`config.mk`:
```
export PLATFORM = sky130hd
export DESIGN_NAME = wis_ram
export DESIGN_NICKNAME = d
export VERILOG_FILES = /design/src/sv/wis_ram.sv
export SDC_FILE = /design/constraint.sdc
export NUM_CORES = 2
export LEC_CHECK = 0
export BUFFER_PORTS_ARGS = -buffer_cell sky130_fd_sc_hd__buf_2
export CAP_MARGIN = 20
export CORE_MARGIN = 5
export CORE_UTILIZATION = 44
export CTS_BUF_LIST = sky130_fd_sc_hd__clkbuf_4 sky130_fd_sc_hd__clkbuf_8 sky130_fd_sc_hd__clkbuf_16
export DETAILED_ROUTE_END_ITERATION = 7
export GPL_ROUTABILITY_DRIVEN = 0
export PLACE_DENSITY = 0.56
export SYNTH_ARGS = -nofsm -noshare
export SYNTH_HDL_FRONTEND = slang
export SYNTH_SLANG_ARGS = --single-unit
```
`constraint.sdc`:
```
create_clock -name clk -period 3.35 [get_ports clk]
set_clock_uncertainty 0.1 [all_clocks]
set_input_delay 0.1675 -clock clk [delete_from_list [all_inputs] [get_ports clk]]
set_output_delay 0.1675 -clock clk [all_outputs]
set_load 0.02 [all_outputs]
```
`src/sv/wis_ram.sv`:
```
// ----------------------------------------------------------------------------
// wis_ram
// Generic single-port RAM with registered read data.
// ----------------------------------------------------------------------------
module wis_ram #(
  parameter int WIDTH = 16,
  parameter int DEPTH = 256
) (
  input  logic                     clk,
  input  logic                     we,
  input  logic [$clog2(DEPTH)-1:0] addr,
  input  logic [WIDTH-1:0]         wdata,
  output logic [WIDTH-1:0]         rdata
);

  logic [WIDTH-1:0] mem [DEPTH];

  always_ff @(posedge clk) begin
    if (we) begin
      mem[addr] <= wdata;
    end
    rdata <= mem[addr];
  end

endmodule

```
==> impl_metrics.csv <==
group,metric,value,unit
status,status,"completed",
drt,drtAntennaViolNets,0,
drt,drc_errors,0,
critical_path,crit_fanout,1,
critical_path,critical_path_class,"reg2reg",
grt,grt_use_total,23.0,%
layout,fin_area,182000,um2
run,maxCapViolCount,0,
grt,antenna_found_initial,28,
pwr,comb_power_share,5.0,%
timing,finalCritPeriodShare,93.7,%
logic_synthesis,synth_top_family_by_area,"multiplexers",
pwr,p_switching,23100,uW
grt,grt_max_degree,123,
cts,ctsRootBufferMaster,"clkbuf_16",
logic_synthesis,syn_nets,6753,
pwr,p_clk_share,42.6,%
critical_path,slowest_stage,"o41ai_1",
timing,hold_ws,0.167,ns
drt,vias,76500,
logic_synthesis,ys_ff_latch,4112,
drt,firstDrtPassIters,5,
timing,max_freq,319,MHz
logic_synthesis,yosysSeqAreaShare,79.4,%
critical_path,worstPathArrival,3.86,ns
die,chipWidth,604,um
critical_path,cp.required,4.07,ns
cts,htreeDepth,5,
logic_synthesis,muxShareOfSynthArea,14.8,%
timing,tightest_slew,1.15,ns
timing,setup_tns,0,ns
timing,setup_viol,0,
drt,drtIter0Drc,9024,
drt,wl,424,mm
placed_design,placed_area,168000,um2
cts,clockBufferDepth,4,
pwr,leakagePower,0.0571,uW
layout,drive_above_1_share,33.6,%
timing,slew_violations,0,
logic_synthesis,synth.avg_cell_area,23.1,um2
grt,busiest_layer,"met2",
timing,finalHoldViolCount,0,
layout,fillCellCount,27400,
grt,grt_use_met3,3.32,%
logic_synthesis,synth.cell_area,155000,um2
logic_synthesis,yosys.area_share.adder,0,%
grt,grt_use_met2,37.5,%
grt,grt_pass1_vias,77300,
min_path,hp-class,"in2reg",
cts,post_cts_resize_count,0,
cts,clk_pin_slew,0.06,ns
cts,cts_sinks,4112,
die,core-area,352000,um2
placed_design,portBuffers,41,
die,die_h,604,um
grt,grt_overflow_total,0,
logic_synthesis,ys_warn_count,0,
logic_synthesis,ys_types,22,
cts,cts_tree,"yes",
pwr,p_int,85300,uW
die,ios,42,
critical_path,path_cells,"mux4_2 > a22oi_1 > a21oi_1 > o41ai_1 > buf_4 > nand4_1",
timing,relSlewSlack,22.5,%
drt,wl_per_cell,33.4,um
drt,avgViaCountPerCell,6.02,
layout,utilization,51.7,%
die,row_count,218,
pwr,switching_share,21.3,%
critical_path,crit_path_start_kind,"register",
logic_synthesis,syn_inst,6727,
cts,clk_latency,0.97,ns
grt,met1_usage,32.7,%
layout,nets,7640,
pwr,seq_power_share,52.4,%
pwr,power,108000,uW
die,dieArea,365000,um2
pwr,powerDensity,595,nW/um2
cts,cts_setup_buffers,0,
timing,period_needed,3.14,ns
logic_synthesis,synth-compound-area-share,3.66,%
critical_path,crit_path_end_kind,"register",
logic_synthesis,synth_xor_area_share,0,%
critical_path,crit_path_max_incr_delay,1.03,ns
grt,grt_pass1_wl,600,mm
pwr,vdd_drop_max,0.450,mV
layout,area_growth,17.2,%
placed_design,dpl.hpwl,258,mm
die,initial_core_util,44.1,%
timing,grt_setup_unrepaired,"no",
logic_synthesis,synthSimpleGateAreaFrac,0.907,%
cts,cts_inserted_buffers,423,
-- placed cells by master (no fill, tap or decap), drive strengths merged, types with 14 or more instances in the layout --
master       instances
bufinv              29
clkinv             188
dfxtp               16
dlygate4sd3         24
a22oi              512
clkinvlp            14
diode               14
mux4              1024
o41ai               64
nand2               28
nor3                30
a21oi              256
buf                858
inv                 19
nor2               232
clkbuf             527
edfxtp            4096
nand4               16
-- path summary, 6_finish.rpt --
check / from / to / slack [ns] / depth (start not counted)
worst min-delay path: wdata[0] / mem[214][0] / 0.17 / 2
worst min register to register: mem[226][0] / rdata[0] / 0.86 / 5
worst max-delay path: mem[127][9] / rdata[9] / 0.21 / 6
worst max register to register: mem[127][9] / rdata[9] / 0.21 / 6
-- stage by stage --
stage,setup WS (ns),cells
final,0.212,12700
after global routing,0.139,12700
after CTS,0.176,12700
after detailed placement,-0.517,11900
after global placement,-1.45,11900
after floorplan,0.384,6727
-- cell type report --
type | count | area [um2] | area share, %
Tap cell | 4730 | 5920 | 3.25
Clock inverter | 249 | 2090 | 1.15
Multi-Input combinational cell | 2194 | 30800 | 16.9
Antenna cell | 14 | 35.0 | 0.0192
Clock buffer | 527 | 11500 | 6.32
Sequential cell | 4112 | 123000 | 67.7
Inverter | 1 | 3.75 | 0.00206
Timing Repair Buffer | 882 | 8470 | 4.65
-- timing repair --
action	4_1_cts	5_1_grt
hold buffers	24	0
endpoints found under the hold margin	3633	0
setup endpoints to repair	0	0
-- sequential cells by signal (all words and copies together) (netlist names) --
name	count
rdata	16
mem	4096
-- synth_stat cells, drive strengths merged --
cell type  number  share of area, %
o41ai          64              0.36
nor2b           7             0.028
or3             1            0.0040
dfxtp          16              0.21
edfxtp       4096                79
inv             1            0.0024
nand4          16             0.064
a22oi         512               2.5
nor3           30             0.097
and2            3             0.012
buf           171              0.63
clkbuf        249              0.60
nand3          13             0.042
nand2          28             0.068
nor2          232              0.56
nand2b          6             0.024
mux4         1024                15
or2             2            0.0081
a21oi         256              0.82
-- critical path, delay by kind of cell (launching register included) --
kind	cells	cell delay, ns
flip-flops	1	0.37
AND/OR/NAND/NOR	1	0.11
buffers and inverters	1	0.26
AO/OA/AOI/OAI	3	1.68
multiplexers	1	0.48
-- cell families (layout without fill, tap and decap cells) --
logic type      Yosys count  count (layout)
compound gates          832             832
mux                    1024            1024
buf+inv                 421            1659
flops                  4112            4112
simple gates            338             338
other cells               0              14
-- metal layers --
layer	vias up	routed length (um)	share of wire (%)
li1	30900	-	-
met1	41900	173000	41
met2	3141	209000	49
met3	601	30100	7.1
met4	4	12200	2.9
met5	-	23	0.0054
-- power by group through the flow --
stage	Sequential, uW	Combinational (uW)	Clock (uW)
after floorplan	57900	2440	0
after global placement	57900	5400	0
after detailed placement	57900	5470	0
after CTS	56800	5510	46900
after global routing	56800	5700	49100
final	56800	5430	46100
(Power assumes the default switching activity.)
