### config.mk
export PLATFORM = sky130hd
export DESIGN_NAME = wis_div
export DESIGN_NICKNAME = d
export VERILOG_FILES = /design/src/sv/wis_pkg.sv /design/src/sv/wis_div.sv
export SDC_FILE = /design/constraint.sdc
export NUM_CORES = 1
export LEC_CHECK = 0
export BUFFER_PORTS_ARGS = -buffer_cell sky130_fd_sc_hd__buf_2
export CAP_MARGIN = 20
export CORE_UTILIZATION = 51
export CTS_CLUSTER_SIZE = 14
export DETAILED_ROUTE_END_ITERATION = 12
export PLACE_DENSITY = 0.75
export SYNTH_ARGS = -nofsm -noshare
export SYNTH_HDL_FRONTEND = slang
export SYNTH_SLANG_ARGS = --single-unit
export TNS_END_PERCENT = 100
### constraint.sdc
create_clock -name clk -period 2.7 [get_ports clk]
set_clock_uncertainty 0.2 [all_clocks]
set_input_delay 0.135 -clock clk [delete_from_list [all_inputs] [get_ports clk]]
set_output_delay 0.135 -clock clk [all_outputs]
set_load 0.005 [all_outputs]
### src/sv/wis_pkg.sv
// ----------------------------------------------------------------------------
// wis_pkg
// Shared sizes, divider request/response types and helpers for the windowed
// interval statistics block.
// ----------------------------------------------------------------------------
package wis_pkg;

  localparam int TABLE_SIZE = 256;
  localparam int SLOT_W     = $clog2(TABLE_SIZE);
  localparam int SUM_W      = 16 + $clog2(TABLE_SIZE);
  localparam int SQ_W       = 32 + $clog2(TABLE_SIZE);
  localparam int STEP_W     = $clog2(SQ_W + 1);

  typedef struct packed {
    logic              start;
    logic [SQ_W-1:0]   dividend;
    logic [SUM_W-1:0]  divisor;
    logic [STEP_W-1:0] steps;
  } div_req_t;

  typedef struct packed {
    logic            busy;
    logic            done;
    logic [SQ_W-1:0] quotient;
  } div_rsp_t;

  function automatic logic [15:0] sat16(input logic [SQ_W-1:0] v);
    sat16 = (|v[SQ_W-1:16]) ? 16'hFFFF : v[15:0];
  endfunction

endpackage

### src/sv/wis_div.sv
// ----------------------------------------------------------------------------
// wis_div
// Iterative restoring divider, one quotient bit per cycle. The dividend is
// left-aligned by the caller; steps sets how many bits are developed.
// ----------------------------------------------------------------------------
module wis_div (
  input  logic              clk,
  input  logic              rst_n,
  input  wis_pkg::div_req_t req,
  output wis_pkg::div_rsp_t rsp
);

  logic                       busy_r;
  logic                       done_r;
  logic [wis_pkg::STEP_W-1:0] cnt_r;
  logic [wis_pkg::SQ_W-1:0]   dvd_r;
  logic [wis_pkg::SQ_W-1:0]   quo_r;
  logic [wis_pkg::SUM_W-1:0]  rem_r;
  logic [wis_pkg::SUM_W-1:0]  dvs_r;
  logic [wis_pkg::SUM_W:0]    shifted;
  logic [wis_pkg::SUM_W:0]    diff;

  assign shifted = {rem_r, dvd_r[wis_pkg::SQ_W-1]};
  assign diff    = shifted - {1'b0, dvs_r};

  always_ff @(posedge clk) begin
    if (!rst_n) begin
      busy_r <= 1'b0;
      done_r <= 1'b0;
      cnt_r  <= '0;
    end else begin
      done_r <= 1'b0;
      if (req.start && !busy_r) begin
        busy_r <= 1'b1;
        cnt_r  <= req.steps;
      end else if (busy_r) begin
        cnt_r <= cnt_r - wis_pkg::STEP_W'(1);
        if (cnt_r == wis_pkg::STEP_W'(1)) begin
          busy_r <= 1'b0;
          done_r <= 1'b1;
        end
      end
    end
  end

  always_ff @(posedge clk) begin
    if (req.start && !busy_r) begin
      dvd_r <= req.dividend;
      dvs_r <= req.divisor;
      rem_r <= '0;
      quo_r <= '0;
    end else if (busy_r) begin
      dvd_r <= {dvd_r[wis_pkg::SQ_W-2:0], 1'b0};
      if (!diff[wis_pkg::SUM_W]) begin
        rem_r <= diff[wis_pkg::SUM_W-1:0];
        quo_r <= {quo_r[wis_pkg::SQ_W-2:0], 1'b1};
      end else begin
        rem_r <= shifted[wis_pkg::SUM_W-1:0];
        quo_r <= {quo_r[wis_pkg::SQ_W-2:0], 1'b0};
      end
    end
  end

  assign rsp.busy     = busy_r;
  assign rsp.done     = done_r;
  assign rsp.quotient = quo_r;

endmodule

==> results.toml, run 1 <==
[floorplanning]
die-width_um = 115
placementRows = 41
die_h_um = 115
die_area_um2 = 13300
core_area_um2 = 12600
pin_count = 115
start_util = 0.523

[setup_path]
worstReg2RegEnd = "rem_r[8]"
setup.worst_path.start_class = "register"
cp_cell_sequence = "inv_2, ha_4, inv_2, fa_2, a211oi_2, o211ai_2, a211oi_2, nor3_2, o21ai_4, xnor2_4, buf_12, mux2i_2, o22ai_1"
critPathCaptureType = "register"
crit_family = "compound AO/OA/AOI/OAI gates"
cp_max_fo = 9
cp.buffers_inverters = 3
rrSetupSlack_ns = -0.22
critPathSlowestCell = "edfxtp_1"
worst_ep_required_time_ns = 2.79
slowest_delay_ns = 0.37
worstPathArrival_ns = 3.01
worstReg2RegStart = "dvd_r[39]"
worst-r2r-cell-count = 13
critPathKind = "reg -> reg"

[synthesis]
synth_edf_count = 64
synth_warnings = 0
ys_ff_latch = 136
synth_area_leader_cell = "edfxtp_1"
synth_top_area_share = 0.293
syn_avg_cell_area_um2 = 10.3
ys_types = 59
synth_flop_cell = "dfxtp_1"
synth.cell_area_um2 = 6570
syn_inst = 638
ys_async_sr_fraction = 0
ys_top_cells_by_area = "edfxtp_1, dfxtp_1, nand2_1"
synth_nets = 738
yosysSeqAreaShare = 0.512

[route]
drc = 0
post_drt_wl_per_cell_um = 15.1
routed_wl_mm = 15.7
vias_per_cell = 5.23
first_iter_violations = 384
num_vias = 5436
ant_nets = 0
detail_route.first_pass.iterations = 5

[clocking]
clock_latency_ns = 0.42
cts_tree = "yes"
clock_sinks = 136
cts_buffers = 17
h-tree-depth = 4
cts_root_buffer = "clkbuf_16"
clk_pin_slew_ns = 0.06
clockBufferDepth = 2

[grt]
antenna_found_initial = 0
grt_pass1_wl_mm = 25.5
grt_max_degree = 50
first_global_vias = 5331
track_usage = 0.249
grt-ovfl-total = 0

[power_and_ir_drop]
pwr-share-clk = 0.421
p_leak_nw = 3.78
swShare = 0.233
finalPower_mw = 5.18
p_switching_mw = 1.21
peakVddDrop_mv = 0.477
p_int_mw = 3.98
combPwrFrac = 0.123
power_per_cell_area_nw_per_um2 = 581
p_seq_frac = 0.455

[min_path]
whs_endpoint = "dvs_r[12]"
hold_depth = 2
hold_start = "req[18]"
hold_path_class = "in -> reg"

[timing]
setup_slack_ns = -0.219
worst_pin_slew_ns = 0.505
fin_crit_sh = 1.08
rsz0062_at_grt = "yes"
hold_viol_final = 0
slew_headroom = 0.663
setup_viol = 25
clock.fmax_ghz = 0.343
layout_min_cycle_time_ns = 2.92
maxSlewViolCount = 0

[cells_and_area]
multi_input_area_um2 = 2980
drive_gt1_frac = 0.285
final_common_cell = "nand2_1"
nets = 955
fillers = 887
diodes = 0
syn_to_final_growth_pct = 35.8
most-common-layout-cells = "nand2_1, buf_2, dlygate4sd3_1"
utilization = 0.710
seq_area_um2 = 3360

[placement]
place_hpwl_mm = 9.63
io_buffers = 114
place_congestion = 0.899

[outcome]
violations = "setup timing"
status = "finished, violations left"

[job]
max-cap-violations = 0
cell type report:
type / instances / area share
sequential: 136 / 0.377
multi-input combinational: 432 / 0.334
timing repair buffer: 235 / 0.190
clock buffer: 20 / 0.0490
tap: 172 / 0.0241
inverter: 33 / 0.0139
clock inverter: 12 / 0.0122
how the worst max path moves through the flow:
stage | from | to | slack [ns] | cells after the start
2_1_floorplan | dvd_r[39] | rem_r[1] | -0.09 | 13
3_3_place_gp | dvd_r[39] | rem_r[19] | -0.20 | 13
3_5_place_dp | dvd_r[39] | rem_r[16] | -0.29 | 13
4_1_cts | dvd_r[39] | rem_r[8] | -0.25 | 13
5_1_grt | dvd_r[39] | rem_r[4] | -0.38 | 13
6_report | dvd_r[39] | rem_r[8] | -0.22 | 13
cells in the mapped netlist, types with 3 or more instances:
library cell  number
edfxtp_1          64
and2_1             3
nor2b_1            6
buf_2              3
xor2_1            10
nor2_1            12
a31oi_1            4
mux2_2            39
and3_1             6
ha_1              26
nor3_1             3
nand4_1            4
dfxtp_1           72
o31ai_1            4
mux2i_1           22
o21ai_0           55
o21ai_1           13
a21oi_1           21
xnor2_1           15
o211ai_1           6
o22ai_1            4
buf_6              3
nand2_1          124
nand3_1            3
clkbuf_1          27
a21o_1            13
inv_1             32
state kept, by name, indices dropped and copies added (netlist names):
register and count:
dvd_r 40, quo_r 40, dvs_r 24, rem_r 24, cnt_r 6, busy_r 1
done_r 1
cells by family (layout without fill, tap and decap cells):
| logic type | count (synthesis) | count (layout) | share of synthesized area |
|---|---|---|---|
| buf+inv | 70 | 300 | 0.0452 |
| xor+xnor | 26 | 26 | 0.0375 |
| mux | 61 | 61 | 0.100 |
| compound gates | 147 | 147 | 0.141 |
| simple gates | 171 | 171 | 0.112 |
| flops | 136 | 136 | 0.512 |
| fa+ha+maj | 27 | 27 | 0.0526 |
routing by layer:
metal	track usage	wire length, um	vias to the layer above
met1	0.302	6730	2548
met4	0.0857	306	0
met3	0.0675	774	29
met5	0	0	-
met2	0.427	7850	167
li1	-	-	2692
stage by stage:
stage / cells / hold slack, ns / setup slack [ns] / setup TNS (ns) / area, um^2
2_1_floorplan: 638 / 0.0339 / -0.0881 / -1.46 / 6570
3_3_place_gp: 925 / 0.111 / -0.202 / -4.27 / 7500
3_5_place_dp: 925 / 0.113 / -0.290 / -6.15 / 7500
4_1_cts: 1038 / 0.211 / -0.247 / -4.34 / 8870
5_1_grt: 1040 / 0.226 / -0.382 / -7.63 / 8920
6_report: 1040 / 0.227 / -0.219 / -3.74 / 8920
power groups by stage:
stage | Combinational (mW) | Sequential [mW] | Clock (mW)
2_1_floorplan | 0.359 | 2.38 | 0
3_3_place_gp | 0.499 | 2.39 | 0
3_5_place_dp | 0.518 | 2.40 | 0
4_1_cts | 0.624 | 2.36 | 2.20
5_1_grt | 0.701 | 2.37 | 2.31
6_report | 0.640 | 2.36 | 2.18
worst register-to-register path: cells and delay by family, from the launching register on:
family / cells / cell delay (ns)
compound gates: 5 / 0.91
xor+xnor: 1 / 0.21
mux: 1 / 0.22
buf+inv: 3 / 0.31
fa+ha+maj: 2 / 0.49
simple gates: 1 / 0.10
flops: 1 / 0.37
what timing repair did:
action	in CTS	in global routing
resized for setup	7	7
endpoints found under the hold margin	77	0
endpoints found under the setup margin	25	25
buffers inserted	9	3
pin swaps	7	8
hold buffers	72	0
Note: power is estimated with default switching activity, not from simulation.
==> run 2, diff against run 1 <==
--- a/config.mk
+++ b/config.mk
@@ -5,12 +5,13 @@
 export SDC_FILE = /design/constraint.sdc
 export NUM_CORES = 1
 export LEC_CHECK = 0
+export ABC_AREA = 1
 export BUFFER_PORTS_ARGS = -buffer_cell sky130_fd_sc_hd__buf_2
 export CAP_MARGIN = 20
 export CORE_UTILIZATION = 51
 export CTS_CLUSTER_SIZE = 14
 export DETAILED_ROUTE_END_ITERATION = 12
-export PLACE_DENSITY = 0.75
+export PLACE_DENSITY = 0.74
 export SYNTH_ARGS = -nofsm -noshare
 export SYNTH_HDL_FRONTEND = slang
 export SYNTH_SLANG_ARGS = --single-unit
==> run 2 against run 1 <==
Against the previous run: the run now ends clean; die area grew 8.0%; via count grew 22%; flip-flop and latch count is the same; synthesized area grew 8.2%; largest cell class unchanged; critical path depth grew 2; fmax grew 14%; clock-buffer cell count is the same; register-to-register slack gained 0.36 ns; synthesized cell count grew 49%; core utilization shrank 1.5 points; sequential power grew 9.7%; non-clock buffer count shrank 40.
==> results.toml, run 2 <==
[outcome]
status = "completed"

[timing]
worst_pin_slew_ns = 0.779
layout_min_cycle_time_ns = 2.56
hold_viol_final = 0
fin_crit_sh = 0.947
maxSlewViolCount = 0
clock.fmax_ghz = 0.391
setup_viol = 0
timing.hold.ws_ns = 0.0629
slew_headroom = 0.481

[cells_and_area]
diodes = 0
most-common-layout-cells = "nand2_1, inv_1, buf_2"
final_common_cell = "nand2_1"
syn_to_final_growth_pct = 31.0
top_regs = "dvd_r x40, quo_r x40"
final_cell_area_um2 = 9310
drive_gt1_frac = 0.164
nets = 1244

[synthesis]
syn_inst = 953
ys_top_cells_by_area = "edfxtp_1, nand2_1, dfxtp_1"
synth.cell_area_um2 = 7100
synth_top_area_share = 0.271
synth_flop_cell = "dfxtp_1"
synth_warnings = 0
syn_avg_cell_area_um2 = 7.45
ys_async_sr_fraction = 0
yosysSeqAreaShare = 0.473
ys_types = 35
ys_ff_latch = 136
synth_most_common_cell = "nand2_1"
synth_edf_count = 64
synth_nets = 1053
ys_top_cells_by_count = "nand2_1, inv_1, dfxtp_1"
synth_area_leader_cell = "edfxtp_1"

[clocking]
clockBufferDepth = 2
cts_tree = "yes"
cts_buffers = 17
clock_sinks = 136
clock_latency_ns = 0.43
cts_root_buffer = "clkbuf_16"
h-tree-depth = 4
clk_pin_slew_ns = 0.06

[power_and_ir_drop]
power_per_cell_area_nw_per_um2 = 784
peakVddDrop_mv = 0.553
p_leak_nw = 4.71

[route]
routed_wl_mm = 18.4
post_drt_wl_per_cell_um = 13.8
num_vias = 6619
detail_route.first_pass.iterations = 4
ant_nets = 0
vias_per_cell = 4.97
drc = 0
first_iter_violations = 491

[grt]
use_met1 = 0.301
track_usage = 0.259
grt_max_degree = 81
grt_pass1_wl_mm = 29.4
grt_busiest_layer = "met2"
grtUsageMet3 = 0.0699
met2_usage = 0.453
antenna_found_initial = 0
grt-ovfl-total = 0
first_global_vias = 6525

[job]
max-cap-violations = 0

[setup_path]
cp_max_fo = 9
critPathCaptureType = "register"
worst_ep_required_time_ns = 2.82
worstPathArrival_ns = 2.68
worst-r2r-cell-count = 15
startpoint = "dvd_r[39]"
setup.worst_path.start_class = "register"
worstReg2RegStart = "dvd_r[39]"
worstReg2RegEnd = "rem_r[2]"
cp-endpoint = "rem_r[2]"
rrSetupSlack_ns = 0.14
critPathKind = "reg -> reg"

[placement]
io_buffers = 114
placedInstanceArea_um2 = 7830
place_hpwl_mm = 10.5
place_congestion = 0.922

[min_path]
hold_depth = 5
hold_path_class = "in -> reg"

[floorplanning]
core_area_um2 = 13400
pin_count = 115
placementRows = 42
die_area_um2 = 14400
die_h_um = 120
die-width_um = 120
start_util = 0.530
-- run 2: final cells by class --
cell class / count / area, um^2
Multi-Input combinational cell: 619 / 3060
Fill cell: 1076 / 4100
Clock inverter: 12 / 114
Timing Repair Buffer: 195 / 1410
Tap cell: 176 / 220
Clock buffer: 20 / 489
Inverter: 175 / 657
Sequential cell: 136 / 3360
-- run 2: how the worst min path moves through the flow --
stage            start   endpoint
3_5_place_dp   req[15]   dvs_r[9]
6_report       req[70]  rem_r[14]
4_1_cts        req[70]  rem_r[14]
2_1_floorplan    rst_n   cnt_r[0]
5_1_grt        req[70]  rem_r[13]
3_3_place_gp   req[15]   dvs_r[9]
-- run 2: layer usage --
metal / vias to the layer above / routed length, um / part of all wire
li1: 3359 / - / -
met1: 2983 / 7460 / 0.41
met2: 232 / 9180 / 0.50
met3: 45 / 1290 / 0.070
met4: 0 / 473 / 0.026
met5: - / 0 / 0
-- run 2: cell families (layout without fill, tap and decap cells) --
group,count (synthesis),in the layout,share of synthesized area
simple gates,512,517,0.297
buf+inv,203,402,0.112
fa+ha+maj,27,27,0.0486
flops,136,136,0.473
xor+xnor,13,13,0.0160
compound gates,62,62,0.0528
-- run 2: through the flow --
| step | setup slack, ns | utilization | std cells | power (mW) | setup TNS [ns] |
|---|---|---|---|---|---|
| floorplan | 0.212 | - | 953 | 4.22 | 0 |
| global placement | 0.181 | 0.585 | 1221 | 4.62 | 0 |
| global route | -0.0141 | 0.694 | 1333 | 7.74 | -0.0182 |
| detailed placement | 0.121 | 0.585 | 1221 | 4.64 | 0 |
| finish | 0.144 | 0.694 | 1333 | 7.30 | 0 |
| CTS | 0.107 | 0.683 | 1324 | 7.06 | 0 |
-- run 2: critical path, cell delays in order, from the launching register on --
cell,delay [ns]
edfxtp_1,0.35
inv_1,0.08
ha_1,0.14
inv_1,0.07
fa_1,0.41
nand2_1,0.11
nand2_1,0.06
nand3_1,0.09
nand2_2,0.12
nand2_4,0.12
nand4_1,0.10
buf_4,0.19
nand2_4,0.17
nand2_1,0.08
nand3_1,0.09
nand2_1,0.05
-- run 2: timing repair --
action	CTS	global route
setup buffers	0	4
hold endpoints to repair	72	0
hold buffers	71	0
setup endpoints to repair	0	25
resized for setup	0	10
-- run 2: power by group --
group | internal (mW) | total (mW) | switching [mW]
clock network | 1.35 | 2.35 | 0.995
logic | 0.880 | 2.36 | 1.48
registers | 2.43 | 2.59 | 0.154
==> run 3, diff against run 2 <==
==> constraint.sdc (replaced) <==
create_clock -name clk -period 2.7 [get_ports clk]
set_clock_uncertainty 0.2 [all_clocks]
set_input_delay 0.405 -clock clk [delete_from_list [all_inputs] [get_ports clk]]
set_output_delay 0.405 -clock clk [all_outputs]
set_load 0.005 [all_outputs]
==> run 3 against run 2 <==
Against the previous run: core utilization is 3.5 points lower; cell area is 5.1% lower; die area stayed put; flip-flop and latch count stayed put; via count is 5.5% lower; hold slack worse by 0.016 ns; final cell count is 3.5% lower; total power is 1.7% lower; global-route usage is 2.9 points lower; clock power hardly changed; fmax is 0.40% higher; critical endpoint unchanged.
==> results.toml, run 3 (synthesis gave the netlist of run 2 again) <==
[timing]
maxSlewViolCount = 0
clock.fmax_ghz = 0.393
worst_pin_slew_ns = 0.774
rsz0062_at_grt = "yes"
hold_viol_final = 0
tns_ns = 0
timing.hold.ws_ns = 0.0468
slew_headroom = 0.484
setup_viol = 0
fin_crit_sh = 0.943
layout_min_cycle_time_ns = 2.55

[floorplanning]
die_h_um = 120
start_util = 0.530
placementRows = 42
die-width_um = 120
die_area_um2 = 14400
pin_count = 115
core_area_um2 = 13400

[cells_and_area]
final_cell_area_um2 = 8830
nets = 1197
top_regs = "dvd_r x40, quo_r x40"
final_common_cell = "nand2_1"
syn_to_final_growth_pct = 24.3
most-common-layout-cells = "nand2_1, inv_1, buf_2"
diodes = 0
fillers = 1187
drive_gt1_frac = 0.170

[power_and_ir_drop]
swShare = 0.356
p_seq_frac = 0.360
combPwrFrac = 0.316
p_switching_mw = 2.55
peakVddDrop_mv = 0.547
pwr-share-clk = 0.324
p_int_mw = 4.62
p_leak_nw = 4.50
power_per_cell_area_nw_per_um2 = 812

[clocking]
clock_sinks = 136
clockBufferDepth = 2
cts_root_buffer = "clkbuf_16"
clk_pin_slew_ns = 0.06
cts_buffers = 17
clock_latency_ns = 0.42
h-tree-depth = 4
cts_tree = "yes"

[job]
max-cap-violations = 0

[route]
vias_per_cell = 4.86
first_iter_violations = 407
detail_route.first_pass.iterations = 5
post_drt_wl_per_cell_um = 12.6
num_vias = 6256
drc = 0
ant_nets = 0
routed_wl_mm = 16.3

[placement]
place_hpwl_mm = 10.5
io_buffers = 114
placedInstanceArea_um2 = 7830
place_congestion = 0.922

[grt]
track_usage = 0.231
grt-ovfl-total = 0
grt_max_degree = 81
antenna_found_initial = 0
first_global_vias = 6069
grt_pass1_wl_mm = 26.6

[outcome]
status = "completed"

[setup_path]
worstReg2RegStart = "dvd_r[39]"
worst_ep_required_time_ns = 2.82
setup.worst_path.start_class = "register"
startpoint = "dvd_r[39]"
cp-endpoint = "rem_r[2]"
worstReg2RegEnd = "rem_r[2]"
rrSetupSlack_ns = 0.15
critPathCaptureType = "register"
worstPathArrival_ns = 2.66
cp_max_fo = 9
worst-r2r-cell-count = 15
critPathKind = "reg -> reg"

[min_path]
hold_path_class = "in -> reg"
-- run 3: cell count changes in the layout (fill, tap and decap cells not counted) --
cell	previous run	this run
dlygate4sd3_1	71	25
nand2_4	7	6
-- run 3: worst min path at each step --
stage                     cells after the start       from        end
after floorplan                               2  rem_r[10]  rem_r[10]
after global placement                        2  quo_r[39]  quo_r[39]
after detailed placement                      2  quo_r[39]  quo_r[39]
after CTS                                     3    req[55]  dvd_r[25]
after global routing                          3    req[47]  dvd_r[17]
final                                         3    req[47]  dvd_r[17]
-- run 3: cell type report --
type / instances / area, um^2 / share of cell area
Clock inverter: 12 / 114 / 0.0129
Sequential cell: 136 / 3360 / 0.381
Timing Repair Buffer: 149 / 946 / 0.107
Clock buffer: 20 / 489 / 0.0554
Tap cell: 176 / 220 / 0.0249
Inverter: 175 / 657 / 0.0744
Multi-Input combinational cell: 618 / 3040 / 0.345
-- run 3: repair_timing --
action / 4_1_cts / 5_1_grt
hold buffers: 25 / 0
resized for setup: 0 / 9
hold endpoints to repair: 26 / 0
setup buffers: 0 / 4
setup endpoints to repair: 0 / 25
-- run 3: through the flow --
stage	power [mW]	utilization	setup slack, ns	instances
after global routing	7.64	0.659	-0.00193	1286
after CTS	7.01	0.648	0.107	1278
after floorplan	4.22	-	0.208	953
after global placement	4.62	0.585	0.181	1221
final	7.17	0.659	0.155	1286
after detailed placement	4.64	0.585	0.121	1221
-- run 3: routing by layer --
layer  vias to the layer above  routed length [um]  share of wire  GRT usage
met5                         -                   0              0          0
li1                       3261                   -              -          -
met4                         0                 318          0.020     0.0805
met3                        24                1060          0.065     0.0651
met1                      2814                7190           0.44      0.286
met2                       157                7700           0.47      0.383
-- run 3: power groups by stage --
stage | logic [mW] | registers (mW) | clock network (mW)
2_1_floorplan | 1.64 | 2.58 | 0
5_1_grt | 2.58 | 2.61 | 2.45
3_3_place_gp | 2.01 | 2.61 | 0
3_5_place_dp | 2.03 | 2.61 | 0
4_1_cts | 2.07 | 2.58 | 2.36
6_report | 2.27 | 2.58 | 2.32
-- run 3: critical path, cell delays in order (launching register included) --
cell      delay (ns)
edfxtp_1        0.35
inv_1           0.08
ha_1            0.14
inv_1           0.07
fa_1            0.41
nand2_1         0.11
nand2_1         0.06
nand3_1         0.09
nand2_2         0.12
nand2_4         0.12
nand4_1         0.10
buf_4           0.19
nand2_4         0.17
nand2_1         0.08
nand3_1         0.09
nand2_1         0.05
